File: src/rtl/base36_digit_encoder_top_macros.svh
// Assertion macros for the base-36 digit encoder.
// Taken in by the top level; the macros expect clk and rst in scope.
`ifndef BASE36_DIGIT_ENCODER_TOP_MACROS_SVH
`define BASE36_DIGIT_ENCODER_TOP_MACROS_SVH

// Same-cycle implication, disabled during reset
`define B36_ASSERT_IMP(name, ante, cons, msg) \
  name: assert property (@(posedge clk) disable iff (rst) (ante) |-> (cons)) \
    else $error(msg);

// Next-cycle implication, disabled during reset
`define B36_ASSERT_NXT(name, ante, cons, msg) \
  name: assert property (@(posedge clk) disable iff (rst) (ante) |=> (cons)) \
    else $error(msg);

`endif

File: src/rtl/b36enc_pkg.sv
// Shared constants, types and the digit-to-ASCII function of the base-36 encoder.
// Used by the front, queue, back and top modules; depends on nothing.
package b36enc_pkg;

  localparam int VALUE_W             = 64;
  localparam int NUM_DIGITS          = 13;
  localparam int DIGIT_W             = 6;
  localparam int IDX_W               = 4;
  localparam int CHAR_W              = 7;
  localparam int RADIX               = 36;
  localparam int HALF_RADIX          = 18;
  localparam int BITS_PER_STEP       = 4;
  localparam int STEPS               = VALUE_W / BITS_PER_STEP;
  localparam int STEP_CNT_W          = $clog2(STEPS);
  localparam int DEFAULT_QUEUE_DEPTH = 2;

  localparam logic [CHAR_W-1:0] CHAR_ZERO        = 7'd48;  // '0'
  localparam logic [CHAR_W-1:0] CHAR_LETTER_BASE = 7'd55;  // 'A' - 10
  localparam logic [DIGIT_W-1:0] DECIMAL_DIGITS  = 6'd10;

  typedef logic [DIGIT_W-1:0] digit_t;
  typedef logic [NUM_DIGITS-1:0][DIGIT_W-1:0] digit_vec_t;

  // One converted value: digits least significant first, index of the top digit
  typedef struct packed {
    digit_vec_t        digits;
    logic [IDX_W-1:0]  top;
  } item_t;

  typedef struct packed {
    logic full;
    logic empty;
  } q_status_t;

  function automatic logic [CHAR_W-1:0] digit_char(digit_t d);
    if (d < DECIMAL_DIGITS) begin
      return CHAR_ZERO + {1'b0, d};
    end else begin
      return CHAR_LETTER_BASE + {1'b0, d};
    end
  endfunction

endpackage

File: src/rtl/base36_digit_encoder_top.sv
// Base-36 encoder: a value is accepted and, if nonzero, converted 4 bits a cycle
// through the digit doubler. Each value then yields 1 to 13 characters on back-to-back
// cycles; the queue (2 entries by default) overlaps the two halves.
// Synchronous active-high reset clears the control state; no output beat during reset.
// Depends on b36enc_pkg, b36enc_front, b36enc_queue, b36enc_back and the macro header.
`include "base36_digit_encoder_top_macros.svh"

module base36_digit_encoder_top #(
  parameter int QUEUE_DEPTH = b36enc_pkg::DEFAULT_QUEUE_DEPTH
) (
  input  logic                              clk,
  input  logic                              rst,
  input  logic                              start,
  input  logic [b36enc_pkg::VALUE_W-1:0]    value,
  output logic                              busy,
  output logic                              char_strobe,
  output logic [b36enc_pkg::CHAR_W-1:0]     char_code,
  output logic                              last
);

  logic                     fe_push;
  b36enc_pkg::item_t        fe_item;
  logic                     be_pop;
  b36enc_pkg::item_t        q_item;
  b36enc_pkg::q_status_t    q_status;

  b36enc_front u_front (
    .clk       (clk),
    .rst       (rst),
    .start     (start),
    .value     (value),
    .busy      (busy),
    .push      (fe_push),
    .push_item (fe_item),
    .q_status  (q_status)
  );

  b36enc_queue #(
    .DEPTH (QUEUE_DEPTH)
  ) u_queue (
    .clk       (clk),
    .rst       (rst),
    .push      (fe_push),
    .push_item (fe_item),
    .pop       (be_pop),
    .pop_item  (q_item),
    .q_status  (q_status)
  );

  b36enc_back u_back (
    .clk         (clk),
    .rst         (rst),
    .pop_item    (q_item),
    .q_status    (q_status),
    .pop         (be_pop),
    .char_strobe (char_strobe),
    .char_code   (char_code),
    .last        (last)
  );

  // Checks
  `B36_ASSERT_IMP(a_no_push_full, fe_push, !q_status.full, "push into full queue")
  `B36_ASSERT_IMP(a_no_pop_empty, be_pop, !q_status.empty, "pop from empty queue")
  `B36_ASSERT_NXT(a_run_unbroken, char_strobe && !last, char_strobe, "gap inside a run")
  `B36_ASSERT_NXT(a_conv_busy, start && !busy && (value != '0), busy, "converter not busy")

endmodule

File: src/rtl/b36enc_front.sv
// Front end: accepts a value, sorts out zero, and converts it to base-36 digits
// four bits per cycle with a carry-save doubling of all digits. Uses b36enc_pkg.
module b36enc_front (
  input  logic                                clk,
  input  logic                                rst,
  input  logic                                start,
  input  logic [b36enc_pkg::VALUE_W-1:0]      value,
  output logic                                busy,
  output logic                                push,
  output b36enc_pkg::item_t                   push_item,
  input  b36enc_pkg::q_status_t               q_status
);

  typedef enum logic [1:0] {IDLE, CONV, HOLD} state_t;

  state_t                                  state;
  logic [b36enc_pkg::STEP_CNT_W-1:0]       cnt;
  logic [b36enc_pkg::VALUE_W-1:0]          shreg;
  b36enc_pkg::digit_vec_t                  digits;
  b36enc_pkg::digit_vec_t                  digits_next;
  b36enc_pkg::digit_vec_t                  acc;
  logic [b36enc_pkg::NUM_DIGITS-1:0]       carry;
  logic [b36enc_pkg::NUM_DIGITS-1:0]       cin;
  logic [b36enc_pkg::DIGIT_W:0]            wide;
  b36enc_pkg::digit_vec_t                  out_digits;
  logic [b36enc_pkg::IDX_W-1:0]            out_top;
  logic                                    conv_last;
  logic                                    accept;

  // Four doubling steps: carry out of a digit depends only on that digit (>= 18)
  always_comb begin
    acc   = digits;
    carry = '0;
    cin   = '0;
    wide  = '0;
    for (int j = 0; j < b36enc_pkg::BITS_PER_STEP; j++) begin
      for (int i = 0; i < b36enc_pkg::NUM_DIGITS; i++) begin
        carry[i] = (acc[i] >= b36enc_pkg::DIGIT_W'(b36enc_pkg::HALF_RADIX));
      end
      cin = {carry[b36enc_pkg::NUM_DIGITS-2:0], shreg[b36enc_pkg::VALUE_W-1-j]};
      for (int i = 0; i < b36enc_pkg::NUM_DIGITS; i++) begin
        wide = {acc[i], cin[i]};
        if (carry[i]) begin
          wide = wide - (b36enc_pkg::DIGIT_W+1)'(b36enc_pkg::RADIX);
        end
        acc[i] = wide[b36enc_pkg::DIGIT_W-1:0];
      end
    end
    digits_next = acc;
  end

  assign conv_last = (state == CONV) &&
                     (cnt == b36enc_pkg::STEP_CNT_W'(b36enc_pkg::STEPS - 1));
  assign push      = (conv_last || (state == HOLD)) && !q_status.full;
  assign busy      = !((state == IDLE) || push);
  assign accept    = start && !busy;

  // Outgoing item and the index of its most significant nonzero digit
  always_comb begin
    out_digits = conv_last ? digits_next : digits;
    out_top    = '0;
    for (int i = 0; i < b36enc_pkg::NUM_DIGITS; i++) begin
      if (out_digits[i] != '0) begin
        out_top = b36enc_pkg::IDX_W'(i);
      end
    end
    push_item.digits = out_digits;
    push_item.top    = out_top;
  end

  // State and datapath registers
  always_ff @(posedge clk) begin
    if (rst) begin
      state <= IDLE;
    end else begin
      priority if (accept) begin
        state  <= (value == '0) ? HOLD : CONV;
        shreg  <= value;
        digits <= '0;
        cnt    <= '0;
      end else if (state == CONV) begin
        state  <= push ? IDLE : (conv_last ? HOLD : CONV);
        shreg  <= shreg << b36enc_pkg::BITS_PER_STEP;
        digits <= digits_next;
        cnt    <= cnt + 1'b1;
      end else begin
        state  <= push ? IDLE : state;
      end
    end
  end

endmodule

File: src/rtl/b36enc_queue.sv
// Short FIFO of converted items between the front and back ends.
// Uses b36enc_pkg for the item and status types.
module b36enc_queue #(
  parameter int DEPTH = b36enc_pkg::DEFAULT_QUEUE_DEPTH
) (
  input  logic                   clk,
  input  logic                   rst,
  input  logic                   push,
  input  b36enc_pkg::item_t      push_item,
  input  logic                   pop,
  output b36enc_pkg::item_t      pop_item,
  output b36enc_pkg::q_status_t  q_status
);

  localparam int PTR_W = (DEPTH > 1) ? $clog2(DEPTH) : 1;
  localparam int CNT_W = $clog2(DEPTH + 1);

  b36enc_pkg::item_t   entries [DEPTH];
  logic [PTR_W-1:0]    wr_ptr;
  logic [PTR_W-1:0]    rd_ptr;
  logic [CNT_W-1:0]    count;

  assign q_status.full  = (count == CNT_W'(DEPTH));
  assign q_status.empty = (count == '0);
  assign pop_item       = entries[rd_ptr];

  // Storage writes
  always_ff @(posedge clk) begin
    if (push) begin
      entries[wr_ptr] <= push_item;
    end
  end

  // Pointers and fill count
  always_ff @(posedge clk) begin
    if (rst) begin
      wr_ptr <= '0;
      rd_ptr <= '0;
      count  <= '0;
    end else begin
      if (push) begin
        wr_ptr <= (wr_ptr == PTR_W'(DEPTH - 1)) ? '0 : wr_ptr + 1'b1;
      end
      if (pop) begin
        rd_ptr <= (rd_ptr == PTR_W'(DEPTH - 1)) ? '0 : rd_ptr + 1'b1;
      end
      unique case ({push, pop})
        2'b10:   count <= count + 1'b1;
        2'b01:   count <= count - 1'b1;
        default: count <= count;
      endcase
    end
  end

endmodule

File: src/rtl/b36enc_back.sv
// Back end: takes converted items off the queue and sends their characters,
// most significant digit first, one beat per cycle within an item. Uses b36enc_pkg.
module b36enc_back (
  input  logic                              clk,
  input  logic                              rst,
  input  b36enc_pkg::item_t                 pop_item,
  input  b36enc_pkg::q_status_t             q_status,
  output logic                              pop,
  output logic                              char_strobe,
  output logic [b36enc_pkg::CHAR_W-1:0]     char_code,
  output logic                              last
);

  logic                             active;
  logic [b36enc_pkg::IDX_W-1:0]     idx;
  b36enc_pkg::digit_vec_t           digits;

  // Next item is taken in the same cycle as the final digit of the current one is registered
  assign pop = !q_status.empty && (!active || (idx == '0));

  // Emit registers and the digit walk
  always_ff @(posedge clk) begin
    if (rst) begin
      active      <= 1'b0;
      char_strobe <= 1'b0;
    end else begin
      char_strobe <= active;
      if (active) begin
        char_code <= b36enc_pkg::digit_char(digits[idx]);
        last      <= (idx == '0);
      end
      priority if (pop) begin
        digits <= pop_item.digits;
        idx    <= pop_item.top;
        active <= 1'b1;
      end else if (active && (idx != '0)) begin
        idx    <= idx - 1'b1;
      end else begin
        active <= 1'b0;
      end
    end
  end

endmodule

File: config.mk
export PLATFORM = sky130hd
export DESIGN_NAME = base36_digit_encoder_top
export DESIGN_NICKNAME = d
export VERILOG_FILES = /design/src/rtl/b36enc_pkg.sv /design/src/rtl/base36_digit_encoder_top.sv /design/src/rtl/b36enc_front.sv /design/src/rtl/b36enc_queue.sv /design/src/rtl/b36enc_back.sv
export VERILOG_INCLUDE_DIRS = /design/src /design/src/rtl
export SDC_FILE = /design/constraint.sdc
export NUM_CORES = 1
export LEC_CHECK = 0
export ABC_CLOCK_PERIOD_IN_PS = 16129
export BUFFER_PORTS_ARGS = -buffer_cell sky130_fd_sc_hd__buf_2
export CORE_ASPECT_RATIO = 0.6
export CORE_MARGIN = 1.5
export CORE_UTILIZATION = 60
export CTS_CLUSTER_SIZE = 20
export DETAILED_ROUTE_END_ITERATION = 16
export PLACE_DENSITY = 0.77
export SETUP_SLACK_MARGIN = 0.1
export SLEW_MARGIN = 10
export SYNTH_ARGS = -nofsm -noshare
export SYNTH_HDL_FRONTEND = slang
export SYNTH_SLANG_ARGS = --single-unit
File: constraint.sdc
create_clock -name clk -period 16.13 [get_ports clk]
set_input_delay 0.8065 -clock clk [delete_from_list [all_inputs] [get_ports clk]]
set_output_delay 0.8065 -clock clk [all_outputs]
set_load 0.01 [all_outputs]
* Yosys cells after proc, flatten, opt, wreduce, memory -nomap -nowiden *
Memories as Yosys holds them, arrays and structs flattened. A register that Yosys moved wholly into a read port is not among the register bits.
Cells that the tools add are included.

word-level totals
  register bits = 244
  latch bits = 0
  RAM bits = 164
  bits in read-only memories = 0
  input bits = 67
  output and inout bits = 10
  memories kept = 1

memory list
  memory           depth  width  read ports  clocked after Yosys merged registers in  write ports  line                text
  u_queue.entries  2      82     1           1                                        1            b36enc_queue.sv:18  b36enc_pkg::item_t entries [DEPTH];

operators by class
  $add $sub $neg = 60
  multiply operators = 0
  divide/modulo/power cells = 0
  magnitude comparators = 54
  eq/ne operators = 7
  shift-type cells = 0
  mux-type cells = 89
  bitwise gates (word level) = 1
  reductions and logical operators = 37

operators by type and width
  cell                                                                           number
  6-bit 2-to-1 mux                                                               53
  6-bit by 5-bit >= comparator with 1-bit output (second input constant)         52
  6-bit subtractor (second input constant)                                       52
  78-bit 2-to-1 mux                                                              2
  64-bit 2-to-1 mux                                                              2
  6-bit nonzero test                                                             12
  64-bit logical NOT                                                             1
  4-bit 2-to-1 mux                                                               8
  6-bit binary-select mux with 4-bit select                                      1
  2-bit 2-to-1 mux                                                               8
  6-bit by 6-bit adder with 7-bit output (first input constant)                  2
  3-bit 2-to-1 mux                                                               4
  1-bit 2-to-1 mux                                                               9
  2-bit AND reduction                                                            4
  7-bit 2-to-1 mux                                                               1
  2-bit equality test (second input constant)                                    3
  6-bit by 4-bit less-than comparator with 1-bit output (second input constant)  1
  2-bit nonzero test                                                             3
  1-bit logical AND                                                              5
  4-bit by 5-bit less-than comparator with 1-bit output (second input constant)  1
  4-bit by 1-bit adder with 4-bit output (second input constant)                 1
  2-bit by 1-bit equality test with 1-bit output (second input constant)         2
  4-bit equality test (second input constant)                                    1
  1-bit logical NOT                                                              4
  other kinds (12)                                                               16

* Longest topological paths before layout *
Gate-level depths: netlist of the first run.

  word-level depth = 26
  depth in mapped cells = 20
  mapped depth without buffers = 19

* Hierarchy *
From an unflattened synthesis of the first run, not the netlist that was laid out.

unflattened totals
  cell total of the unflattened synthesis = 2,446
  area, all modules = 25,335.5 sq um

modules (own cells, without submodules)
  module        times used  cells each  area an instance (sq um)
  b36enc_front  1           1,963       15,419.8
  b36enc_queue  1           277         6,118.4
  b36enc_back   1           206         3,797.4

* Worst setup path before layout of the first run *
OpenSTA, ideal clock, no wires.

  kind = flip-flop to flip-flop
  from = register u_front.cnt[0] (netlist name)
  to = register u_front.cnt[0] (netlist name), enable pin
  arrival = 8,983 ps
  data required time = 15,430 ps
  slack = 6,447 ps
  stages on the path, launching flop included = 10
  buffers on the path = 3
  period minus slack after synthesis = 9,683 ps
  cells stage by stage = edfxtp_1 > ha_1 > nand3_1 > or2_2 > clkbuf_1 > buf_2 > a21oi_1 > o21ai_1 > clkbuf_1 > a21oi_1

on the way
  longest elaborated chain between the ends = 8

ends and longest elaborated chain
  element                               line                text
  start: declaration                    b36enc_front.sv:17  logic [b36enc_pkg::STEP_CNT_W-1:0] cnt;
  start signal: assignment              b36enc_front.sv:85  cnt <= cnt + 1'b1;
  4-bit equality test                   b36enc_front.sv:53  (cnt == b36enc_pkg::STEP_CNT_W'(b36enc_pkg::STEPS - 1));
  1-bit logical AND                     b36enc_front.sv:52  assign conv_last = (state == CONV) &&
  1-bit logical OR                      b36enc_front.sv:54  assign push = (conv_last || (state == HOLD)) && !q_status.full;
  1-bit logical AND                     b36enc_front.sv:54
  1-bit logical OR                      b36enc_front.sv:55  assign busy = !((state == IDLE) || push);
  1-bit logical AND                     b36enc_front.sv:56  assign accept = start && !busy;
  2-bit nonzero test (no source line)   n/a
  2-bit AND reduction (no source line)  n/a

Every way passes these cells.
A chain may end at the register's enable or synchronous reset.

==> results.md, run 1 <==
* Outcome: complete, no violations
* # DRC at 0
* Clock Path Buffers at 3
* Seq/Total Area, Yosys at 49.6%
* Final WL at 61,100 um
* Crit-path max FO at 14
* Max Cap Viol at 0
* Mapped Cells at 2,387
* Mapped Area at 24,600 um2
* Fin. Hold Viols at 0
* WS Path Type: reg -> reg
* Cell Rows at 57
* Setup TNS at 0 ns
* Worst setup margin at 10.82 ns
* Initial antenna violation count at 0
* Skew-Pair Late Insertion Delay at 0.54 ns
* Congestion Overflow GR at 0
* Nets at 2,527
* H-Tree Depth at 2
* Total CTS buffers at 37
* Fin Clk Skew at 0.0301 ns
* First-pass GRT wire length at 96,500 um
* Starting Density at 60.8%
* Unrepaired setup endpoints after global routing: false
* Vias per cell at 6.52
* Cts hold-fix bufs at 0
* Clock-pin transition on the worst setup and hold timing paths at 0.07 ns
* Post-CTS Setup Repair Bufs at 0
* Seq cells post-synth at 409
* Non-filler instance count after layout at 2,961
* Period utilization at 32.9%
* Most frequent cells in the layout: 400 x edfxtp_1, 358 x nand2_1, 207 x nor2_1
* Starting DRT DRC Count at 2,343
* Register Area at 12,200 um2
* CTS resizes at 0
* Clk sinks at 409
* Crit path launch type: flop
* Post-DP HPWL at 42,600 um
* Gr usage total at 28.6%
* FFs w/ async S/R, synth at 0%
* Post-synth EDFFs at 400
* Antenna fix cells at 0
* F_max at 188 MHz
* Worst slew pin tran at 1.23 ns
* Ports at 77
* Detailed-route via count at 19,317
* Crit end category: flop
* Worst path arrival time at 5.60 ns
* Area of the multi-input gates at 11,600 um2
* Post-route ant nets at 0
* Layout cells sized above 1 at 13.7%
* Final Max Slew Viols at 0
* Syn Nets at 2,512
* Root Driver: clkbuf_16
* Hold crit path type: reg -> reg
* Most common cell after layout, fill and taps aside: edfxtp_1
* Netlist cell types at 96
* Core region area at 40,400 um2
* Number of global-route vias before repair at 17,859
* DR WL/cell at 20.6 um
* Largest net degree at the start of global routing at 92
* Buffers on Ports at 76
* DRT Pass-1 Iters at 5
* Count of final setup violators at 0
* Pre-CTS setup slack at 10.94 ns
* Syn-to-layout area delta at 7.98%
* FILL cells at 3,081
* Die W at 264 um
* WP data required at 16.42 ns
* Ys flop type: edfxtp_1
* Syn Area/Cell at 10.3 um2
* Post-placement cell count at 2,894
* Die area at 42,200 um2
* Routability cong. at 0.952
* Yosys Warn Count at 0
* Worst slew margin at 18.1%
* TritonCTS clock tree: built
* Die height at 160 um
* Min Clock Period, post-route at 5.31 ns
==> logic make-up (layout without fill, tap and decap cells) <==
group | after synthesis | count (layout) | synth area share [%]
flip-flops | 409 | 409 | 49.6
AND/OR/NAND/NOR | 886 | 886 | 16.6
buffers and inverters | 208 | 251 | 3.26
XOR/XNOR | 41 | 41 | 1.49
AO/OA/AOI/OAI | 602 | 602 | 17.1
multiplexers | 183 | 183 | 8.95
adder cells (fa/ha/maj) | 58 | 58 | 2.95
==> state kept, by name, indices dropped and copies added, names as in the netlist, named ones only <==
register / cells
u_front.shreg: 64
u_back.char_code: 7
u_back.active: 1
u_back.digits: 78
u_queue.entries: 164
u_back.char_strobe: 1
u_queue.wr_ptr: 1
u_front.cnt: 4
u_back.idx: 4
u_back.last: 1
u_queue.count: 2
u_queue.rd_ptr: 1
u_front.state: 2
u_front.digits: 78
==> routing by layer <==
metal / routed length [um] / vias up / global-route usage (%)
met4: 873 / 0 / 5.59
met5: 0 / - / 0
met2: 25500 / 894 / 40.6
li1: - / 9007 / -
met3: 6240 / 63 / 6.14
met1: 28500 / 9353 / 45.1
==> through the flow <==
stage               cell area (um2)  util, %  hold slack, ns
floorplan                     24600        -           0.453
global placement              25300     62.6           0.472
detailed placement            25300     62.6           0.500
CTS                           26500     65.6           0.503
global route                  26500     65.6           0.533
finish                        26500     65.6           0.509
==> cell usage after synthesis, types with 44 or more instances <==
cell | number | area, um2
clkbuf_1 | 97 | 364
nand3_1 | 46 | 230
mux2i_1 | 53 | 531
mux2_2 | 111 | 1250
ha_1 | 58 | 726
edfxtp_1 | 400 | 12000
a21oi_1 | 101 | 505
nor3_1 | 52 | 260
and2_1 | 44 | 275
nor2_1 | 209 | 785
o21ai_0 | 140 | 701
inv_1 | 95 | 357
nand2_1 | 358 | 1340
==> final timing paths <==
path                      start                    end  slack [ns]  depth (start not counted)
max          u_front.digits[37]  u_queue.entries[1][2]       10.82                         17
min            u_front.state[1]       u_front.state[1]        0.51                          2
max reg2reg  u_front.digits[37]  u_queue.entries[1][2]       10.82                         17
min reg2reg    u_front.state[1]       u_front.state[1]        0.51                          2
==> area by class of cell <==
cell class / count / share of cell area (%)
Clock buffer: 41 / 3.71
Multi-Input combinational cell: 1770 / 43.8
Timing Repair Buffer: 86 / 1.72
Sequential cell: 409 / 46.0
Tap cell: 531 / 2.50
Clock inverter: 26 / 0.868
Inverter: 98 / 1.39
==> worst max-delay path, stage by stage, from the launching register on <==
cell and delay, ns:
edfxtp_1 0.64, inv_1 0.09, ha_1 0.25, and2_1 0.21, a221oi_2 0.45, nor2_1 0.11
a21oi_1 0.26, ha_1 0.20, inv_1 0.05, a211oi_2 0.24, xor2_1 0.36, o21ai_0 0.16
a22oi_1 0.27, o21ai_1 0.16, nor4_2 0.68, or4b_1 0.52, nand2b_1 0.17, a31o_1 0.26
Power of run 1 is left out: the tool's default activity adds up to more than one toggle a clock period on the data nets, which glitch-free logic cannot reach.
==> inputs of run 2 (changes only) <==
--- a/config.mk
+++ b/config.mk
@@ -6,7 +6,8 @@
 export SDC_FILE = /design/constraint.sdc
 export NUM_CORES = 1
 export LEC_CHECK = 0
-export ABC_CLOCK_PERIOD_IN_PS = 16129
+export ABC_AREA = 1
+export ABC_CLOCK_PERIOD_IN_PS = 5000
 export BUFFER_PORTS_ARGS = -buffer_cell sky130_fd_sc_hd__buf_2
 export CORE_ASPECT_RATIO = 0.6
 export CORE_MARGIN = 1.5
==> constraint.sdc (replaced) <==
create_clock -name clk -period 5 [get_ports clk]
set_input_delay 0.25 -clock clk [delete_from_list [all_inputs] [get_ports clk]]
set_output_delay 0.25 -clock clk [all_outputs]
set_load 0.01 [all_outputs]
==> results.md, run 2 <==
* WP data required at 5.28 ns (-11.14 ns)
* Max Used Layer: met4
* Seq cells post-synth at 409 (unchanged)
* Most common cell after layout, fill and taps aside: nand2_1
* Worst slew margin at 18.0% (-0.057 points)
* TritonCTS clock tree: built
* Ports at 77 (unchanged)
* Metal3 WL at 4620 um (-26%)
* Nets at 2,600 (+2.9%)
* Hold_ws at 0.00376 ns (-0.505 ns)
* Netlist cell types at 52 (-46%)
* Starting Density at 61.4% (+0.64 points)
* F_max at 233 MHz (+24%)
* Die W at 253 um (-4.2%)
* Crit path launch type: flop
* Count leader, synth: nand2_1
* Routability cong. at 0.914 (-4.0%)
* Top-area cell type share of the netlist area at 53.3% (+4.4 points)
* WS Path Type: reg -> reg
* Top flop regs: u_queue.entries: 164 flops, u_back.digits: 78 flops, u_front.digits: 78 flops
* FFs w/ async S/R, synth at 0% (unchanged)
* Fin. Hold Viols at 0 (unchanged)
* Slowest CP cell: edfxtp_1
* Final WL at 51,400 um (-16%)
* Clock-pin transition on the worst setup and hold timing paths at 0.07 ns (about the same)
* Metal2 WL at 21,900 um (-14%)
* Top post-synthesis cells by area: edfxtp_1 53%, nand2_1 11%, inv_1 4.1%, mux2_2 3.9%, ha_1 3.2%
* Number of global-route vias before repair at 16,259 (-9.0%)
* Largest net degree at the start of global routing at 94 (+2.2%)
* RR Endpoint: u_queue.entries[1][0]
* Gr usage total at 27.0% (-1.6 points)
* Vias per cell at 5.62 (-14%)
* Crit end category: flop
* Crit-path max FO at 7 (-7)
* DR WL/cell at 17.1 um (-17%)
* Area of the multi-input gates at 9070 um2 (-22%)
* Ys flop type: edfxtp_1
* Number of flip-flops in the largest register at 164 (unchanged)
* Post-synth EDFFs at 400 (unchanged)
* Starting DRT DRC Count at 1,502 (-36%)
* Mapped Cells at 2,371 (-0.67%)
* Die height at 153 um (-4.2%)
* Layout cells sized above 1 at 16.9% (+3.2 points)
* Post-CTS Setup Repair Bufs at 0 (unchanged)
* Outcome: complete, no violations
* Clock Path Buffers at 3 (unchanged)
* Period utilization at 85.8% (+53 points)
* Initial antenna violation count at 0 (unchanged)
* Die area at 38,700 um2 (-8.2%)
* Post-route ant nets at 0 (unchanged)
* Core region area at 36,700 um2 (-9.3%)
* Post-DP HPWL at 35,400 um (-17%)
* DRT Pass-1 Iters at 6 (+1)
* Hold Crit Start: value[23]
* Congestion Overflow GR at 0 (unchanged)
* Worst path arrival time at 4.57 ns (-1.03 ns)
* FILL cells at 2,718 (-12%)
* First-pass GRT wire length at 83,500 um (-14%)
* Syn Area/Cell at 9.50 um2 (-7.7%)
* Syn-to-layout area delta at 11.3%
* Final Max Slew Viols at 0 (unchanged)
* Reg-to-Reg Start: u_front.digits[26]
* Most used cell, CP: nand2_1
* Most frequent cells in the layout: 670 x nand2_1, 400 x edfxtp_1, 245 x inv_1
* Hold crit path type: in -> reg
* Detailed-route via count at 16,919 (-12%)
* Clk sinks at 409 (unchanged)
* Min Clock Period, post-route at 4.29 ns (-1.03 ns)
* Buffers on Ports at 76 (unchanged)
* Yosys Warn Count at 0 (unchanged)
* CTS resizes at 0 (unchanged)
* WL met1 at 24,000 um (-16%)
* R2R cell count at 30 (+13)
* Antenna fix cells at 0 (unchanged)
* Syn Nets at 2,496 (-0.64%)
* H-Tree Depth at 2 (unchanged)
* Endpoint, Worst Hold: u_front.shreg[23]
* Delay of the slowest critical-path stage at 0.43 ns (-0.25 ns)
* Total CTS buffers at 38 (+2.7%)
* Cts hold-fix bufs at 31 (+31)
* Worst slew pin tran at 1.23 ns (+0.000858 ns)
* Skew-Pair Late Insertion Delay at 0.54 ns (about the same)
* Reg-to-reg slack, setup at 0.71 ns (-10.10 ns)
* # DRC at 0 (unchanged)
* Setup TNS at 0 ns (unchanged)
* Fin Clk Skew at 0.0226 ns (-0.00759 ns)
* Max Cap Viol at 0 (unchanged)
* Top reg by flops: u_queue.entries
* Yosys top cell by area: edfxtp_1
* Register Area at 12,200 um2 (unchanged)
* Root Driver: clkbuf_16
* Cell Rows at 54 (-5.3%)
* Unrepaired setup endpoints after global routing: false
* Seq/Total Area, Yosys at 54.1% (+4.5 points)
* Synth cell count leaders: 671 x nand2_1, 400 x edfxtp_1, 245 x inv_1, 167 x nor2_1, 120 x o21ai_0
* Count of final setup violators at 0 (unchanged)
* Worst hold stages at 3 (+1)
* Mapped Area at 22,500 um2 (-8.3%)
run 2: worst max path at each step:
| stage | slack [ns] | startpoint | endpoint |
|---|---|---|---|
| after floorplan | 0.19 | u_front.cnt[0] | u_front.cnt[0] |
| after global placement | 0.91 | u_front.digits[45] | u_queue.entries[1][2] |
| after detailed placement | 0.81 | u_front.digits[45] | u_queue.entries[0][2] |
| after CTS | 0.78 | u_front.digits[45] | u_queue.entries[0][2] |
| after global routing | 0.34 | u_front.digits[44] | u_queue.entries[0][2] |
| final | 0.71 | u_front.digits[26] | u_queue.entries[1][0] |
run 2: layer usage:
metal | GRT usage [%] | vias to the layer above
met1 | 41.2 | 8015
met2 | 39.9 | 693
met5 | 0 | -
met3 | 5.82 | 91
met4 | 5.59 | 0
li1 | - | 8120
run 2: logic make-up after synthesis:
logic type / after synthesis / synth area share [%]
simple gates: 1105 / 21.5
flops: 409 / 54.1
buf+inv: 345 / 5.80
compound gates: 288 / 7.56
xor+xnor: 86 / 3.83
mux: 80 / 3.99
fa+ha+maj: 58 / 3.22
run 2: metrics by stage:
step                      utilization [%]  setup slack, ns  instance area [um2]  instances
after floorplan                         -            0.191                22500       2371
after global placement               64.1            0.909                23500       2908
after detailed placement             64.1            0.808                23500       2908
after CTS                            68.4            0.775                25100       3008
after global routing                 68.4            0.338                25100       3008
final                                68.4            0.711                25100       3008
run 2: critical path, delay by kind of cell (launching register included):
kind | cells | cell delay [ns]
simple gates | 21 | 2.31
compound gates | 5 | 0.94
flops | 1 | 0.43
buf+inv | 4 | 0.33
run 2: final cells by class:
cell class,instances,area share (%)
sequential,409,48.6
clock inverter,19,0.938
inverter,285,4.29
clock buffer,50,4.06
tap,504,2.51
multi-input combinational,1617,36.2
timing repair buffer,124,3.41
Power of run 2 is left out for the same reason.
==> inputs of run 3 (changes only) <==
--- a/config.mk
+++ b/config.mk
@@ -6,7 +6,6 @@
 export SDC_FILE = /design/constraint.sdc
 export NUM_CORES = 1
 export LEC_CHECK = 0
-export ABC_AREA = 1
 export ABC_CLOCK_PERIOD_IN_PS = 5000
 export BUFFER_PORTS_ARGS = -buffer_cell sky130_fd_sc_hd__buf_2
 export CORE_ASPECT_RATIO = 0.6
==> constraint.sdc (replaced) <==
create_clock -name clk -period 5 [get_ports clk]
set_input_delay 1 -clock clk [delete_from_list [all_inputs] [get_ports clk]]
set_output_delay 1 -clock clk [all_outputs]
set_load 0.01 [all_outputs]
==> results.md, run 3 (synthesis results as in run 1) <==
* Number of global-route vias before repair at 18,168 (+12%)
* Die height at 160 um (+4.4%)
* Antenna fix cells at 0 (unchanged)
* Setup TNS at 0 ns (unchanged)
* WP data required at 5.27 ns (about the same)
* CP startpoint: u_front.digits[31]
* Total CTS buffers at 38 (unchanged)
* WS Path Type: reg -> reg
* Number of flip-flops in the largest register at 164 (unchanged)
* # DRC at 0 (unchanged)
* Syn-to-layout area delta at 11.6%
* Die area at 42,200 um2 (+8.9%)
* Count of final setup violators at 0 (unchanged)
* Hold_ws at 0.483 ns (+0.479 ns)
* Post-placement cell count at 2,938 (+1.0%)
* Post-route ant nets at 0 (unchanged)
* Routability cong. at 0.929 (+1.6%)
* Most frequent cells in the layout: 400 x edfxtp_1, 358 x nand2_1, 206 x nor2_1
* DRT Pass-1 Iters at 6 (unchanged)
* Clock-pin transition on the worst setup and hold timing paths at 0.07 ns (about the same)
* Clock Path Buffers at 3 (unchanged)
* Min Clock Period, post-route at 4.71 ns (+0.426 ns)
* Worst path arrival time at 4.99 ns (+0.42 ns)
* Root Driver: clkbuf_16
* TritonCTS clock tree: built
* First-pass GRT wire length at 98,300 um (+18%)
* Final Max Slew Viols at 0 (unchanged)
* RR Endpoint: u_queue.entries[1][0]
* Period utilization at 94.3% (+8.5 points)
* Most common cell after layout, fill and taps aside: edfxtp_1
* Max Cap Viol at 0 (unchanged)
* Core region area at 40,400 um2 (+10%)
* Outcome: complete, no violations
* Ports at 77 (unchanged)
* Die W at 264 um (+4.4%)
* Layout cells sized above 1 at 18.1% (+1.2 points)
* Cell Rows at 57 (+5.6%)
* Crit path launch type: flop
* R2R cell count at 18 (-40%)
* Starting DRT DRC Count at 2,479 (+65%)
* Nets at 2,606 (+0.23%)
* Hold crit path type: reg -> reg
* Reg-to-Reg Start: u_front.digits[31]
* Buffers on Ports at 76 (unchanged)
* Unrepaired setup endpoints after global routing: false
* Non-filler instance count after layout at 3,037 (+0.96%)
* Detailed-route via count at 19,753 (+17%)
* DR WL/cell at 20.6 um (+21%)
* Fin. Hold Viols at 0 (unchanged)
* Vias per cell at 6.50 (+16%)
* FILL cells at 2,904 (+6.8%)
* Gr usage total at 29.1% (+2.0 points)
* Largest net degree at the start of global routing at 117 (+24%)
* Starting Density at 60.8% (-0.64 points)
* Initial antenna violation count at 1 (+1)
* F_max at 212 MHz (-9.0%)
* Crit-path max FO at 6 (-1)
* Reg-to-reg slack, setup at 0.29 ns (-0.43 ns)
* Crit end category: flop
* Worst slew pin tran at 1.18 ns (-0.0452 ns)
* Final WL at 62,700 um (+22%)
* Fin Clk Skew at 0.0177 ns (-0.00486 ns)
* H-Tree Depth at 2 (unchanged)
* Area of the multi-input gates at 11,900 um2 (+31%)
* Top reg by flops: u_queue.entries
* Skew-Pair Late Insertion Delay at 0.55 ns (about the same)
* Congestion Overflow GR at 0 (unchanged)
* Crit path capture: u_queue.entries[1][0]
* Register Area at 12,200 um2 (unchanged)
* Worst slew margin at 20.3% (+2.3 points)
* Clk sinks at 409 (unchanged)
* Top flop regs: u_queue.entries: 164 flops, u_back.digits: 78 flops, u_front.digits: 78 flops
* Post-DP HPWL at 43,800 um (+24%)
==> run 3: cell types whose count changed in the layout (fill, tap and decap cells not counted), moves of 43 or more <==
cell / before / now
buf_4: 14 / 84
inv_1: 245 / 95
mux2i_1: 1 / 49
nand2_1: 670 / 358
nand2_2: 65 / 0
nand3_1: 110 / 46
nor2_1: 163 / 206
nor3_1: 4 / 48
==> run 3: critical path: stages, from the launching register on <==
cell and delay [ns]:
edfxtp_1 0.36, inv_1 0.05, ha_1 0.22, and2_1 0.20, a221o_2 0.40, o21ai_2 0.16
inv_2 0.07, xnor2_2 0.15, ha_1 0.32, nor3b_4 0.21, o31ai_1 0.11, a2bb2oi_2 0.26
o21ai_4 0.12, mux2_2 0.29, a21oi_1 0.10, or4_4 0.58, a2111o_1 0.45, a211oi_2 0.26
o31ai_2 0.09
==> run 3: through the flow <==
step	util (%)	worst slack, ns	instance area, um2
after global placement	63.5	0.150	25700
after global routing	67.8	0.0307	27400
after floorplan	-	0.190	24600
after CTS	66.6	0.138	26900
after detailed placement	63.5	0.0766	25700
final	67.8	0.285	27400
==> run 3: routing by layer <==
layer,vias to the layer above,share of wire (%),track usage (%)
met5,-,0,0
met4,0,1.3,5.15
met3,68,9.4,4.76
met2,932,43,42.1
met1,9593,46,46.3
li1,9160,-,-
==> run 3: worst min path at each step <==
stage,start,end,cells past startpoint
6_report,u_back.active,u_back.char_strobe,1
5_1_grt,u_back.active,u_back.char_strobe,1
4_1_cts,u_back.active,u_back.char_strobe,1
2_1_floorplan,u_back.active,u_back.char_strobe,1
3_5_place_dp,u_back.active,u_back.char_strobe,1
3_3_place_gp,u_back.active,u_back.char_strobe,1
==> run 3: layout make-up <==
cell class	instances	share of cell area, %
Inverter	98	1.34
Clock buffer	47	3.59
Timing Repair Buffer	164	3.95
Multi-Input combinational cell	1770	43.4
Tap cell	531	2.42
Clock inverter	18	0.785
Sequential cell	409	44.5
==> run 3: what timing repair did <==
action | in CTS | in global routing
endpoints found under the setup margin | 6 | 8
hold buffers | 0 | 0
pin swaps | 0 | 10
gates resized for setup | 6 | 53
buffers inserted | 0 | 34
Power of run 3 is left out for the same reason.
